==> src/rtl/tapqm_pkg.sv <==
`timescale 1ns / 1ps
`default_nettype none
// ----------------------------------------------------------------------------
// tapqm_pkg
// Shared types, constants and command bundle of the three-axis pid with mixer
// ----------------------------------------------------------------------------
package tapqm_pkg;

  // default motor duty ceiling
  localparam int unsigned DUTY_MAX_DEF = 1023;

  // field widths
  localparam int unsigned AngW  = 16;
  localparam int unsigned ErrW  = 17;
  localparam int unsigned DtW   = 16;
  localparam int unsigned ThrW  = 10;
  localparam int unsigned DutyW = 10;
  localparam int unsigned LimW  = 15;
  localparam int unsigned GainW = 16;
  localparam int unsigned DW    = 24;
  localparam int unsigned QuoW  = 33;
  localparam int unsigned MulAW = 25;
  localparam int unsigned ProdW = 42;
  localparam int unsigned AccW  = 44;
  localparam int unsigned NumAx = 3;

  localparam int unsigned InDataW  = 128;
  localparam int unsigned OutDataW = 88;
  localparam int unsigned CfgAddrW = 3;
  localparam int unsigned CfgDataW = 16;

  // low throttle threshold
  localparam logic [ThrW-1:0] LowThrottle = 10'd50;

  // register indexes
  localparam logic [CfgAddrW-1:0] RegKpRoll      = 3'd0;
  localparam logic [CfgAddrW-1:0] RegKpPitch     = 3'd1;
  localparam logic [CfgAddrW-1:0] RegKpYaw       = 3'd2;
  localparam logic [CfgAddrW-1:0] RegKiRollPitch = 3'd3;
  localparam logic [CfgAddrW-1:0] RegKiYaw       = 3'd4;
  localparam logic [CfgAddrW-1:0] RegKdRollPitch = 3'd5;
  localparam logic [CfgAddrW-1:0] RegKdYaw       = 3'd6;
  localparam logic [CfgAddrW-1:0] RegOutLimit    = 3'd7;

  // axis codes
  localparam logic [1:0] AxRoll  = 2'd0;
  localparam logic [1:0] AxPitch = 2'd1;
  localparam logic [1:0] AxYaw   = 2'd2;

  // schedule of the run phase (step counter values)
  localparam int unsigned StepW     = 6;
  localparam int unsigned KEdt      = 0;
  localparam int unsigned KKp       = 3;
  localparam int unsigned KKi       = 6;
  localparam int unsigned KDivLast  = QuoW - 1;
  localparam int unsigned KDsat     = QuoW;
  localparam int unsigned KKd       = QuoW + 1;
  localparam int unsigned KRunLast  = KKd + NumAx;

  // multiplier operation tags
  typedef enum logic [1:0] {
    OP_EDT = 2'd0,
    OP_KP  = 2'd1,
    OP_KI  = 2'd2,
    OP_KD  = 2'd3
  } mul_op_e;

  // controller to datapath commands
  typedef struct packed {
    logic       capture;
    logic       prep;
    logic       div_step;
    logic       dsat;
    logic       mul_valid;
    mul_op_e    mul_op;
    logic [1:0] mul_axis;
    logic       fin;
    logic       out_load;
  } cmd_t;

endpackage

`default_nettype wire

==> src/rtl/tapqm_ctrl.sv <==
`timescale 1ns / 1ps
`default_nettype none
// ----------------------------------------------------------------------------
// tapqm_ctrl
// Sequencer: steps one tick through prep, divide and multiply schedule, output
// ----------------------------------------------------------------------------
module tapqm_ctrl import tapqm_pkg::*; (
  input  wire logic clk_i,
  input  wire logic rst_ni,
  input  wire logic in_valid_i,
  output logic      in_ready_o,
  output logic      out_valid_o,
  input  wire logic out_ready_i,
  output cmd_t      cmd_o
);

  typedef enum logic [4:0] {
    ST_IDLE = 5'b00001,
    ST_PREP = 5'b00010,
    ST_RUN  = 5'b00100,
    ST_FIN  = 5'b01000,
    ST_DONE = 5'b10000
  } state_e;

  state_e           state_q, state_d;
  logic [StepW-1:0] step_q, step_d;
  logic             ovalid_q, ovalid_d;
  logic             out_free;

  assign out_free    = !ovalid_q || out_ready_i;
  assign in_ready_o  = (state_q == ST_IDLE);
  assign out_valid_o = ovalid_q;

  // next state and command decode
  always_comb begin
    state_d  = state_q;
    step_d   = step_q;
    ovalid_d = ovalid_q;
    cmd_o    = '0;
    if (ovalid_q && out_ready_i) begin
      ovalid_d = 1'b0;
    end
    case (state_q)
      ST_IDLE: begin
        if (in_valid_i) begin
          cmd_o.capture = 1'b1;
          state_d       = ST_PREP;
        end
      end
      ST_PREP: begin
        cmd_o.prep = 1'b1;
        step_d     = '0;
        state_d    = ST_RUN;
      end
      ST_RUN: begin
        cmd_o.div_step = (step_q <= StepW'(KDivLast));
        cmd_o.dsat     = (step_q == StepW'(KDsat));
        if (step_q < StepW'(KKp)) begin
          cmd_o.mul_valid = 1'b1;
          cmd_o.mul_op    = OP_EDT;
          cmd_o.mul_axis  = 2'(step_q - StepW'(KEdt));
        end else if (step_q < StepW'(KKi)) begin
          cmd_o.mul_valid = 1'b1;
          cmd_o.mul_op    = OP_KP;
          cmd_o.mul_axis  = 2'(step_q - StepW'(KKp));
        end else if (step_q < StepW'(KKi + NumAx)) begin
          cmd_o.mul_valid = 1'b1;
          cmd_o.mul_op    = OP_KI;
          cmd_o.mul_axis  = 2'(step_q - StepW'(KKi));
        end else if (step_q >= StepW'(KKd) && step_q < StepW'(KKd + NumAx)) begin
          cmd_o.mul_valid = 1'b1;
          cmd_o.mul_op    = OP_KD;
          cmd_o.mul_axis  = 2'(step_q - StepW'(KKd));
        end
        step_d = step_q + 1'b1;
        if (step_q == StepW'(KRunLast)) begin
          state_d = ST_FIN;
        end
      end
      ST_FIN: begin
        cmd_o.fin = 1'b1;
        state_d   = ST_DONE;
      end
      ST_DONE: begin
        if (out_free) begin
          cmd_o.out_load = 1'b1;
          ovalid_d       = 1'b1;
          state_d        = ST_IDLE;
        end
      end
      default: begin
        state_d = ST_IDLE;
      end
    endcase
  end

  // state registers
  always_ff @(posedge clk_i or negedge rst_ni) begin
    if (!rst_ni) begin
      state_q  <= ST_IDLE;
      step_q   <= '0;
      ovalid_q <= 1'b0;
    end else begin
      state_q  <= state_d;
      step_q   <= step_d;
      ovalid_q <= ovalid_d;
    end
  end

endmodule

`default_nettype wire

==> src/rtl/tapqm_dp.sv <==
`timescale 1ns / 1ps
`default_nettype none
// ----------------------------------------------------------------------------
// tapqm_dp
// Datapath: gain registers, axis state, three divider lanes, shared multiplier
// ----------------------------------------------------------------------------
module tapqm_dp import tapqm_pkg::*; #(
  parameter int unsigned DUTY_MAX = DUTY_MAX_DEF
) (
  input  wire logic                clk_i,
  input  wire logic                rst_ni,
  input  wire logic                cfg_we_i,
  input  wire logic [CfgAddrW-1:0] cfg_addr_i,
  input  wire logic [CfgDataW-1:0] cfg_wdata_i,
  input  wire logic [InDataW-1:0]  in_data_i,
  input  cmd_t                     cmd_i,
  output logic [OutDataW-1:0]      out_data_o
);

  localparam logic signed [17:0] DutyLim = 18'(DUTY_MAX);

  // configuration
  logic [GainW-1:0] kp_q [NumAx];
  logic [GainW-1:0] ki_rp_q, ki_y_q, kd_rp_q, kd_y_q;
  logic [LimW-1:0]  lim_q;

  // tick operands and per-axis state
  logic signed [ErrW-1:0]  e_q     [NumAx];
  logic signed [ErrW-1:0]  prev_q  [NumAx];
  logic signed [AngW-1:0]  integ_q [NumAx];
  logic signed [AccW-1:0]  acc_q   [NumAx];
  logic [QuoW-1:0]         quo_q   [NumAx];
  logic [DtW-1:0]          rem_q   [NumAx];
  logic                    dneg_q  [NumAx];
  logic                    dzero_q [NumAx];
  logic signed [DW-1:0]    d_q     [NumAx];
  logic signed [AngW-1:0]  drv_q   [NumAx];
  logic [DtW-1:0]          dt_q;
  logic [ThrW-1:0]         thr_q;

  // multiplier pipeline
  logic signed [ProdW-1:0] prod_q;
  logic                    pv_q;
  mul_op_e                 pop_q;
  logic [1:0]              pax_q;
  logic signed [MulAW-1:0] mul_a;
  logic [GainW-1:0]        mul_b;
  logic signed [ProdW-1:0] prod_d;

  logic signed [LimW:0]    lim_s;
  logic [OutDataW-1:0]     out_q;

  assign lim_s      = $signed({1'b0, lim_q});
  assign out_data_o = out_q;

  // gain registers
  always_ff @(posedge clk_i or negedge rst_ni) begin
    if (!rst_ni) begin
      kp_q[0] <= 16'd307;
      kp_q[1] <= 16'd307;
      kp_q[2] <= 16'd512;
      ki_rp_q <= '0;
      ki_y_q  <= '0;
      kd_rp_q <= '0;
      kd_y_q  <= '0;
      lim_q   <= 15'd6400;
    end else if (cfg_we_i) begin
      case (cfg_addr_i)
        RegKpRoll:      kp_q[0] <= cfg_wdata_i;
        RegKpPitch:     kp_q[1] <= cfg_wdata_i;
        RegKpYaw:       kp_q[2] <= cfg_wdata_i;
        RegKiRollPitch: ki_rp_q <= cfg_wdata_i;
        RegKiYaw:       ki_y_q  <= cfg_wdata_i;
        RegKdRollPitch: kd_rp_q <= cfg_wdata_i;
        RegKdYaw:       kd_y_q  <= cfg_wdata_i;
        RegOutLimit:    lim_q   <= cfg_wdata_i[LimW-1:0];
        default:        ;
      endcase
    end
  end

  // multiplier operand selection
  always_comb begin
    mul_a = '0;
    mul_b = '0;
    for (int i = 0; i < NumAx; i++) begin
      if (cmd_i.mul_axis == 2'(i)) begin
        case (cmd_i.mul_op)
          OP_EDT: begin
            mul_a = MulAW'(e_q[i]);
            mul_b = dt_q;
          end
          OP_KP: begin
            mul_a = MulAW'(e_q[i]);
            mul_b = kp_q[i];
          end
          OP_KI: begin
            mul_a = MulAW'(integ_q[i]);
            mul_b = (i == NumAx - 1) ? ki_y_q : ki_rp_q;
          end
          OP_KD: begin
            mul_a = MulAW'(d_q[i]);
            mul_b = (i == NumAx - 1) ? kd_y_q : kd_rp_q;
          end
          default: ;
        endcase
      end
    end
  end

  assign prod_d = mul_a * $signed({1'b0, mul_b});

  always_ff @(posedge clk_i or negedge rst_ni) begin
    if (!rst_ni) begin
      pv_q <= 1'b0;
    end else begin
      pv_q <= cmd_i.mul_valid;
    end
  end

  always_ff @(posedge clk_i) begin
    prod_q <= prod_d;
    pop_q  <= cmd_i.mul_op;
    pax_q  <= cmd_i.mul_axis;
  end

  // input capture
  always_ff @(posedge clk_i) begin
    if (cmd_i.capture) begin
      for (int i = 0; i < NumAx; i++) begin
        e_q[i] <= ErrW'($signed(in_data_i[i*AngW +: AngW]))
                - ErrW'($signed(in_data_i[(i+NumAx)*AngW +: AngW]));
      end
      dt_q  <= in_data_i[6*AngW +: DtW];
      thr_q <= in_data_i[6*AngW + DtW +: ThrW];
    end
  end

  // per-axis lanes: divider, derivative saturation, accumulate, drive clamp
  for (genvar g = 0; g < NumAx; g++) begin : g_lane
    logic signed [ErrW:0]   diff;
    logic [ErrW-1:0]        dmag;
    logic [DtW:0]           part;
    logic signed [25:0]     inc;
    logic signed [26:0]     isum;
    logic signed [35:0]     shv;

    assign diff = ErrW'(0) + ((ErrW+1)'(e_q[g]) - (ErrW+1)'(prev_q[g]));
    assign dmag = diff[ErrW] ? ErrW'(-diff) : ErrW'(diff);
    assign part = {rem_q[g], quo_q[g][QuoW-1]};
    assign inc  = prod_q[ProdW-1:16];
    assign isum = 27'(integ_q[g]) + 27'(inc);
    assign shv  = acc_q[g][AccW-1:8];

    // state that survives ticks
    always_ff @(posedge clk_i or negedge rst_ni) begin
      if (!rst_ni) begin
        prev_q[g]  <= '0;
        integ_q[g] <= '0;
      end else begin
        if (cmd_i.prep) begin
          prev_q[g] <= e_q[g];
        end
        if (pv_q && pop_q == OP_EDT && pax_q == 2'(g)) begin
          if (isum > 27'(lim_s)) begin
            integ_q[g] <= AngW'(lim_s);
          end else if (isum < -27'(lim_s)) begin
            integ_q[g] <= AngW'(-lim_s);
          end else begin
            integ_q[g] <= AngW'(isum);
          end
        end
      end
    end

    // restoring divider of |diff| * 2^16 by dt, one bit a cycle
    always_ff @(posedge clk_i) begin
      if (cmd_i.prep) begin
        quo_q[g]   <= {dmag, 16'd0};
        rem_q[g]   <= '0;
        dneg_q[g]  <= diff[ErrW];
        dzero_q[g] <= (diff == '0);
      end else if (cmd_i.div_step) begin
        if (part >= {1'b0, dt_q}) begin
          rem_q[g] <= DtW'(part - {1'b0, dt_q});
          quo_q[g] <= {quo_q[g][QuoW-2:0], 1'b1};
        end else begin
          rem_q[g] <= part[DtW-1:0];
          quo_q[g] <= {quo_q[g][QuoW-2:0], 1'b0};
        end
      end
    end

    // derivative saturation to 24 bits
    always_ff @(posedge clk_i) begin
      if (cmd_i.dsat) begin
        if (dzero_q[g]) begin
          d_q[g] <= '0;
        end else if (!dneg_q[g]) begin
          d_q[g] <= (quo_q[g] > QuoW'(24'h7FFFFF)) ? 24'sh7FFFFF
                                                  : $signed(quo_q[g][DW-1:0]);
        end else begin
          d_q[g] <= (quo_q[g] > QuoW'(24'h800000)) ? 24'sh800000
                                                  : -$signed(quo_q[g][DW-1:0]);
        end
      end
    end

    // accumulate gain products
    always_ff @(posedge clk_i) begin
      if (pv_q && pax_q == 2'(g)) begin
        case (pop_q)
          OP_KP:   acc_q[g] <= AccW'(prod_q);
          OP_KI,
          OP_KD:   acc_q[g] <= acc_q[g] + AccW'(prod_q);
          default: ;
        endcase
      end
    end

    // drive clamp
    always_ff @(posedge clk_i) begin
      if (cmd_i.fin) begin
        if (shv > 36'(lim_s)) begin
          drv_q[g] <= AngW'(lim_s);
        end else if (shv < -36'(lim_s)) begin
          drv_q[g] <= AngW'(-lim_s);
        end else begin
          drv_q[g] <= AngW'(shv);
        end
      end
    end
  end

  // x-quad mixer
  logic signed [11:0] unit_v [NumAx];
  logic signed [14:0] mix_v  [4];
  logic [DutyW-1:0]   duty_v [4];
  logic signed [14:0] thr_s;

  assign thr_s = $signed({5'd0, thr_q});

  always_comb begin
    for (int i = 0; i < NumAx; i++) begin
      unit_v[i] = 12'((drv_q[i] + (drv_q[i][AngW-1] ? 16'sd15 : 16'sd0)) >>> 4);
    end
    mix_v[0] = thr_s + 15'(unit_v[1]) + 15'(unit_v[0]) - 15'(unit_v[2]);
    mix_v[1] = thr_s + 15'(unit_v[1]) - 15'(unit_v[0]) + 15'(unit_v[2]);
    mix_v[2] = thr_s - 15'(unit_v[1]) - 15'(unit_v[0]) - 15'(unit_v[2]);
    mix_v[3] = thr_s - 15'(unit_v[1]) + 15'(unit_v[0]) + 15'(unit_v[2]);
    for (int m = 0; m < 4; m++) begin
      if (thr_q < LowThrottle || mix_v[m] < 0) begin
        duty_v[m] = '0;
      end else if (18'(mix_v[m]) > DutyLim) begin
        duty_v[m] = DutyLim[DutyW-1:0];
      end else begin
        duty_v[m] = mix_v[m][DutyW-1:0];
      end
    end
  end

  // result register
  always_ff @(posedge clk_i) begin
    if (cmd_i.out_load) begin
      out_q <= {duty_v[3], duty_v[2], duty_v[1], duty_v[0],
                drv_q[2], drv_q[1], drv_q[0]};
    end
  end

endmodule

`default_nettype wire

==> src/rtl/three_axis_pid_with_quad_mixer.sv <==
`timescale 1ns / 1ps
`default_nettype none
// Sequence: an input transaction is followed by prep, a 38-step run phase set
//   by the 33-bit serial divider and the shared multiplier, fin, then output.
// Input: ticks do not overlap; the next tick is taken while a result still
//   waits in the output register.
// Reset: asynchronous active low; gains return to defaults, integrals and
//   previous errors clear, no result pending.
// ----------------------------------------------------------------------------
// three_axis_pid_with_quad_mixer
// Roll, pitch and yaw pid loops with an x-quad motor mixer on stream ports
// ----------------------------------------------------------------------------
module three_axis_pid_with_quad_mixer import tapqm_pkg::*; #(
  parameter int unsigned DUTY_MAX = DUTY_MAX_DEF
) (
  input  wire logic                clk_i,
  input  wire logic                rst_ni,
  input  wire logic                cfg_we_i,
  input  wire logic [CfgAddrW-1:0] cfg_addr_i,
  input  wire logic [CfgDataW-1:0] cfg_wdata_i,
  input  wire logic                s_axis_tvalid,
  output logic                     s_axis_tready,
  // setpoint_roll, setpoint_pitch, setpoint_yaw, measured_roll,
  // measured_pitch, measured_yaw, dt_seconds, throttle, zero pad
  input  wire logic [InDataW-1:0]  s_axis_tdata,
  output logic                     m_axis_tvalid,
  input  wire logic                m_axis_tready,
  // roll_drive, pitch_drive, yaw_drive, motor_1, motor_2, motor_3, motor_4
  output logic [OutDataW-1:0]      m_axis_tdata
);

  cmd_t cmd;

  tapqm_ctrl u_ctrl (
    .clk_i       (clk_i),
    .rst_ni      (rst_ni),
    .in_valid_i  (s_axis_tvalid),
    .in_ready_o  (s_axis_tready),
    .out_valid_o (m_axis_tvalid),
    .out_ready_i (m_axis_tready),
    .cmd_o       (cmd)
  );

  tapqm_dp #(
    .DUTY_MAX (DUTY_MAX)
  ) u_dp (
    .clk_i       (clk_i),
    .rst_ni      (rst_ni),
    .cfg_we_i    (cfg_we_i),
    .cfg_addr_i  (cfg_addr_i),
    .cfg_wdata_i (cfg_wdata_i),
    .in_data_i   (s_axis_tdata),
    .cmd_i       (cmd),
    .out_data_o  (m_axis_tdata)
  );

  // a tick in progress blocks further input
  assert property (@(posedge clk_i) disable iff (!rst_ni)
    s_axis_tvalid && s_axis_tready |=> !s_axis_tready)
    else $error("input taken while a tick is in progress");

  // a result never appears the cycle after a tick starts
  assert property (@(posedge clk_i) disable iff (!rst_ni)
    s_axis_tvalid && s_axis_tready |=> !$rose(m_axis_tvalid))
    else $error("result raised too early after input");

  // the multiplier is never commanded together with capture, fin or output load
  assert property (@(posedge clk_i) disable iff (!rst_ni)
    cmd.mul_valid |-> !cmd.capture && !cmd.out_load && !cmd.fin)
    else $error("multiply issued outside run phase");

endmodule

`default_nettype wire
==> config.mk <==
export PLATFORM = sky130hd
export DESIGN_NAME = three_axis_pid_with_quad_mixer
export DESIGN_NICKNAME = d
export VERILOG_FILES = /design/src/rtl/tapqm_pkg.sv /design/src/rtl/tapqm_ctrl.sv /design/src/rtl/tapqm_dp.sv /design/src/rtl/three_axis_pid_with_quad_mixer.sv
export SDC_FILE = /design/constraint.sdc
export NUM_CORES = 2
export LEC_CHECK = 0
export BUFFER_PORTS_ARGS = -buffer_cell sky130_fd_sc_hd__clkbuf_2
export CAP_MARGIN = 20
export CORE_AREA = 2 2 444 314
export CTS_BUF_LIST = sky130_fd_sc_hd__clkbuf_16
export CTS_CLUSTER_DIAMETER = 50
export DETAILED_ROUTE_END_ITERATION = 12
export DIE_AREA = 0 0 446 316
export PLACE_DENSITY = 0.83
export SLEW_MARGIN = 10
export SYNTH_ARGS = -nofsm -noshare
export SYNTH_HDL_FRONTEND = slang
export SYNTH_SLANG_ARGS = --single-unit
==> constraint.sdc <==
create_clock -name clk_i -period 13.8 [get_ports clk_i]
set_input_delay 2.76 -clock clk_i [delete_from_list [all_inputs] [get_ports clk_i]]
set_output_delay 2.76 -clock clk_i [all_outputs]
set_load 0.05 [all_outputs]
==> qor.csv <==
metric,value,unit
vias per cell,6.49,
total clock sinks,855,
Synth Instances,8936,
final WL,267000,µm
unrepaired setup endpoints after global routing,false,
Crit Reg-Reg Endpoint,u_dp.prod_q[41],
First-pass DRT Iterations,6,
Tcrit/Tclk final,83.2,%
Placer Congestion,1.07,
status,finished clean,
DR DRC count,0,
max_cap viols,0,
cts repair resizes,0,
remaining antenna violation count after routing,0,
Post-Synth Simple-Gate Area,14.5,%
CP bufs+invs,7,
total number of vias,71500,
final setup vio count,0,
Routed wire per std cell,24.2,µm
Setup crit end kind,flip-flop,
clock latency on the worst-skew pair,0.79,ns
largest net degree at the start of global routing,106,
Core Rows,114,
Die ar.,0.141,mm²
Chip Height,316,µm
R2R depth,35,
fill count,10800,
CORE AREA,0.137,mm²
First DRT Iteration DRCs,9332,
maximum clock insertion buffer count,3,
Top delay family on crit path,adder cells,
Fin. Hold Viols,0,
TritonCTS clock tree,yes,
Top-Level Pins,242,
"slowest stage cell, crit path",a31oi_2,
gr usage total,37.5,%
worst r2r src,u_ctrl.state_q[1],
global-route wire length before repair,405000,µm
"Warnings, synthesis",0,
Startpoint Class,flip-flop,
"Net count, final",10600,
Hold Path Origin,u_dp.drv_q[1][0],
hold-fix buffers at CTS,0,
share of cells above drive strength 1,9.05,%
Root Buffer,clkbuf_16,
H-tree depth,3,
DP HPWL,204000,µm
Max Fclk,0.0871,GHz
clock skew,0.0965,ns
initial antenna violation count,32,
largest family of logic cells by synthesized area,adder cells,
P&R area growth vs syn,8.58,%
Buffers on Ports,235,
crit path DAT,12.09,ns
WP data required,14.41,ns
max_slew headroom,20.0,%
"Seq/Total Area, Yosys",29.5,%
postcts setup bufs,0,
"FFs w/ async S/R, synth",28.0,%
library cells used by synthesis,99,
CP max FO,53,
critical path class,reg -> reg,
synthesized area per cell,9.13,µm²
Worst Hold Depth,0,
Die W,446,µm
Fin Setup TNS,0,ns
reg2reg setup slack,2.32,ns
Post-Synth XOR/XNOR Area,5.10,%
multiplexer share of the synthesized area,3.67,%
Post-synth EDFFs,570,
top_reg_cell synth,edfxtp_1,
Hold WC Path Type,reg -> reg,
crit-path max cell delay,0.92,ns
Slew @ Worst Pin,1.20,ns
Tmin final,11.48,ns
Crit path top cell by count,fa_1,
Starting Density,59.6,%
Num CTS Buffers,100,
"Slew Viols, Final",0,
Yosys reg bits,855,
Compound-Gate Fraction of Synth Area,18.0,%
vias in the first global route,68700,
Post-Syn Nets,10400,
Adder-Cell Fraction of Synth Area,23.5,%
grt ovf,0,
Synth Cell Area,0.0816,mm²
Hold EP,u_dp.out_data_o[16],
clk slew on worst S/H paths,0.07,ns
## registers in the layout, indices dropped and copies added (netlist names), 42 cells and up
name             count
u_dp.acc_q         132
u_dp.d_q            72
u_dp.drv_q          48
u_dp.e_q            51
u_dp.integ_q        48
u_dp.kp_q           48
u_dp.out_data_o     88
u_dp.prev_q         51
u_dp.prod_q         42
u_dp.quo_q          99
u_dp.rem_q          48
## worst max-delay path by stage
stage,cells after the start,slack [ns],from,endpoint
5_1_grt,35,1.89,u_ctrl.state_q[1],u_dp.prod_q[41]
2_1_floorplan,39,4.55,u_ctrl.step_q[0],u_dp.prod_q[41]
3_3_place_gp,35,3.00,u_ctrl.state_q[1],u_dp.prod_q[41]
3_5_place_dp,35,2.77,u_ctrl.state_q[1],u_dp.prod_q[41]
6_report,35,2.32,u_ctrl.state_q[1],u_dp.prod_q[41]
4_1_cts,35,2.65,u_ctrl.state_q[1],u_dp.prod_q[41]
## area by class of cell
type / count / area (µm²) / area share [%]
clock inverters: 80 / 666 / 0.752
diodes: 11 / 27.5 / 0.0311
well taps: 1798 / 2250 / 2.54
multi-input cells: 6850 / 53100 / 60.0
repair buffers: 386 / 2370 / 2.68
flip-flops and latches: 855 / 24000 / 27.1
clock buffers: 103 / 2580 / 2.91
inverters: 929 / 3490 / 3.94
## Yosys cell counts, types with 33 or more instances
cell	number	area [µm²]
xor2_1	178	1560
edfxtp_1	570	17100
nor2b_1	173	1080
o211ai_1	43	323
nand2b_1	97	607
a221o_1	34	340
or3_1	73	457
ha_1	885	11100
mux2i_1	121	1210
a31oi_1	79	494
xnor2_1	297	2600
a21oi_1	614	3070
and3_1	89	557
nor3_1	151	756
a211oi_1	56	420
a221oi_1	33	289
fa_1	406	8130
inv_1	924	3470
dfrtp_1	224	5610
dfxtp_1	46	921
mux2_2	158	1780
nand2_1	829	3110
o21ai_0	583	2920
o21bai_1	82	616
a21o_1	242	1820
nor2_1	644	2420
clkbuf_1	249	935
and2_1	48	300
nor4_1	39	244
a21boi_0	52	390
nand4_1	82	513
o21a_1	101	758
nand3_1	152	761
o31ai_1	52	390
## placed cells by master (no fill, tap or decap), drive strengths merged, types with 46 or more instances in the layout
cell type	netlist	layout
and2	49	49
nor3	152	152
inv	926	962
nand3	152	152
a21o	242	242
xor2	178	178
o31ai	53	53
nor2	645	645
a211oi	57	57
edfxtp	570	570
nand4	82	82
mux2	158	158
a21oi	614	614
or3	78	78
o21ai	610	610
xnor2	297	297
nor2b	173	173
nand2b	97	97
and3	89	89
ha	885	885
buf	53	151
o21a	101	101
mux2i	121	121
dfxtp	46	46
clkbuf	249	338
a31oi	79	79
o21bai	82	82
fa	406	406
nand2	830	830
dfrtp	224	224
a21boi	52	52
## worst register-to-register path, delay by kind of cell, from the launching register on
family / cells / cell delay [ns]
AO/OA/AOI/OAI: 11 / 3.42
XOR/XNOR: 1 / 0.13
adder cells (fa/ha/maj): 7 / 3.48
buffers and inverters: 7 / 1.68
flip-flops: 1 / 0.42
AND/OR/NAND/NOR: 9 / 2.17
## stage by stage
stage	worst slack, ns	cells	area, µm²	util, %	hold slack, ns
floorplan	4.55	8936	81600	-	0.427
global placement	3.00	10800	85100	62.2	0.439
detailed placement	2.77	10800	85200	62.2	0.442
CTS	2.65	11000	88400	64.6	0.455
global route	1.89	11000	88500	64.7	0.465
finish	2.32	11000	88500	64.7	0.455
## layer usage
layer  up-vias  part of all wire (%)  GRT usage, %
met5         -                 0.077         0.728
met4        34                   4.7          15.7
met3       746                    15          13.1
met2      4335                    40          52.5
met1     34400                    41          52.5
li1      32000                     -             -
## cells by family (layout without fill, tap and decap cells)
| kind of cell | Yosys count | in the layout |
|---|---|---|
| buf+inv | 1231 | 1498 |
| mux | 279 | 279 |
| xor+xnor | 475 | 475 |
| flops | 855 | 855 |
| other cells | 0 | 11 |
| compound gates | 2299 | 2299 |
| simple gates | 2506 | 2506 |
| fa+ha+maj | 1291 | 1291 |
Power is not shown: default switching activity piles up to over one toggle a cycle in this logic, so the estimate is an artifact.
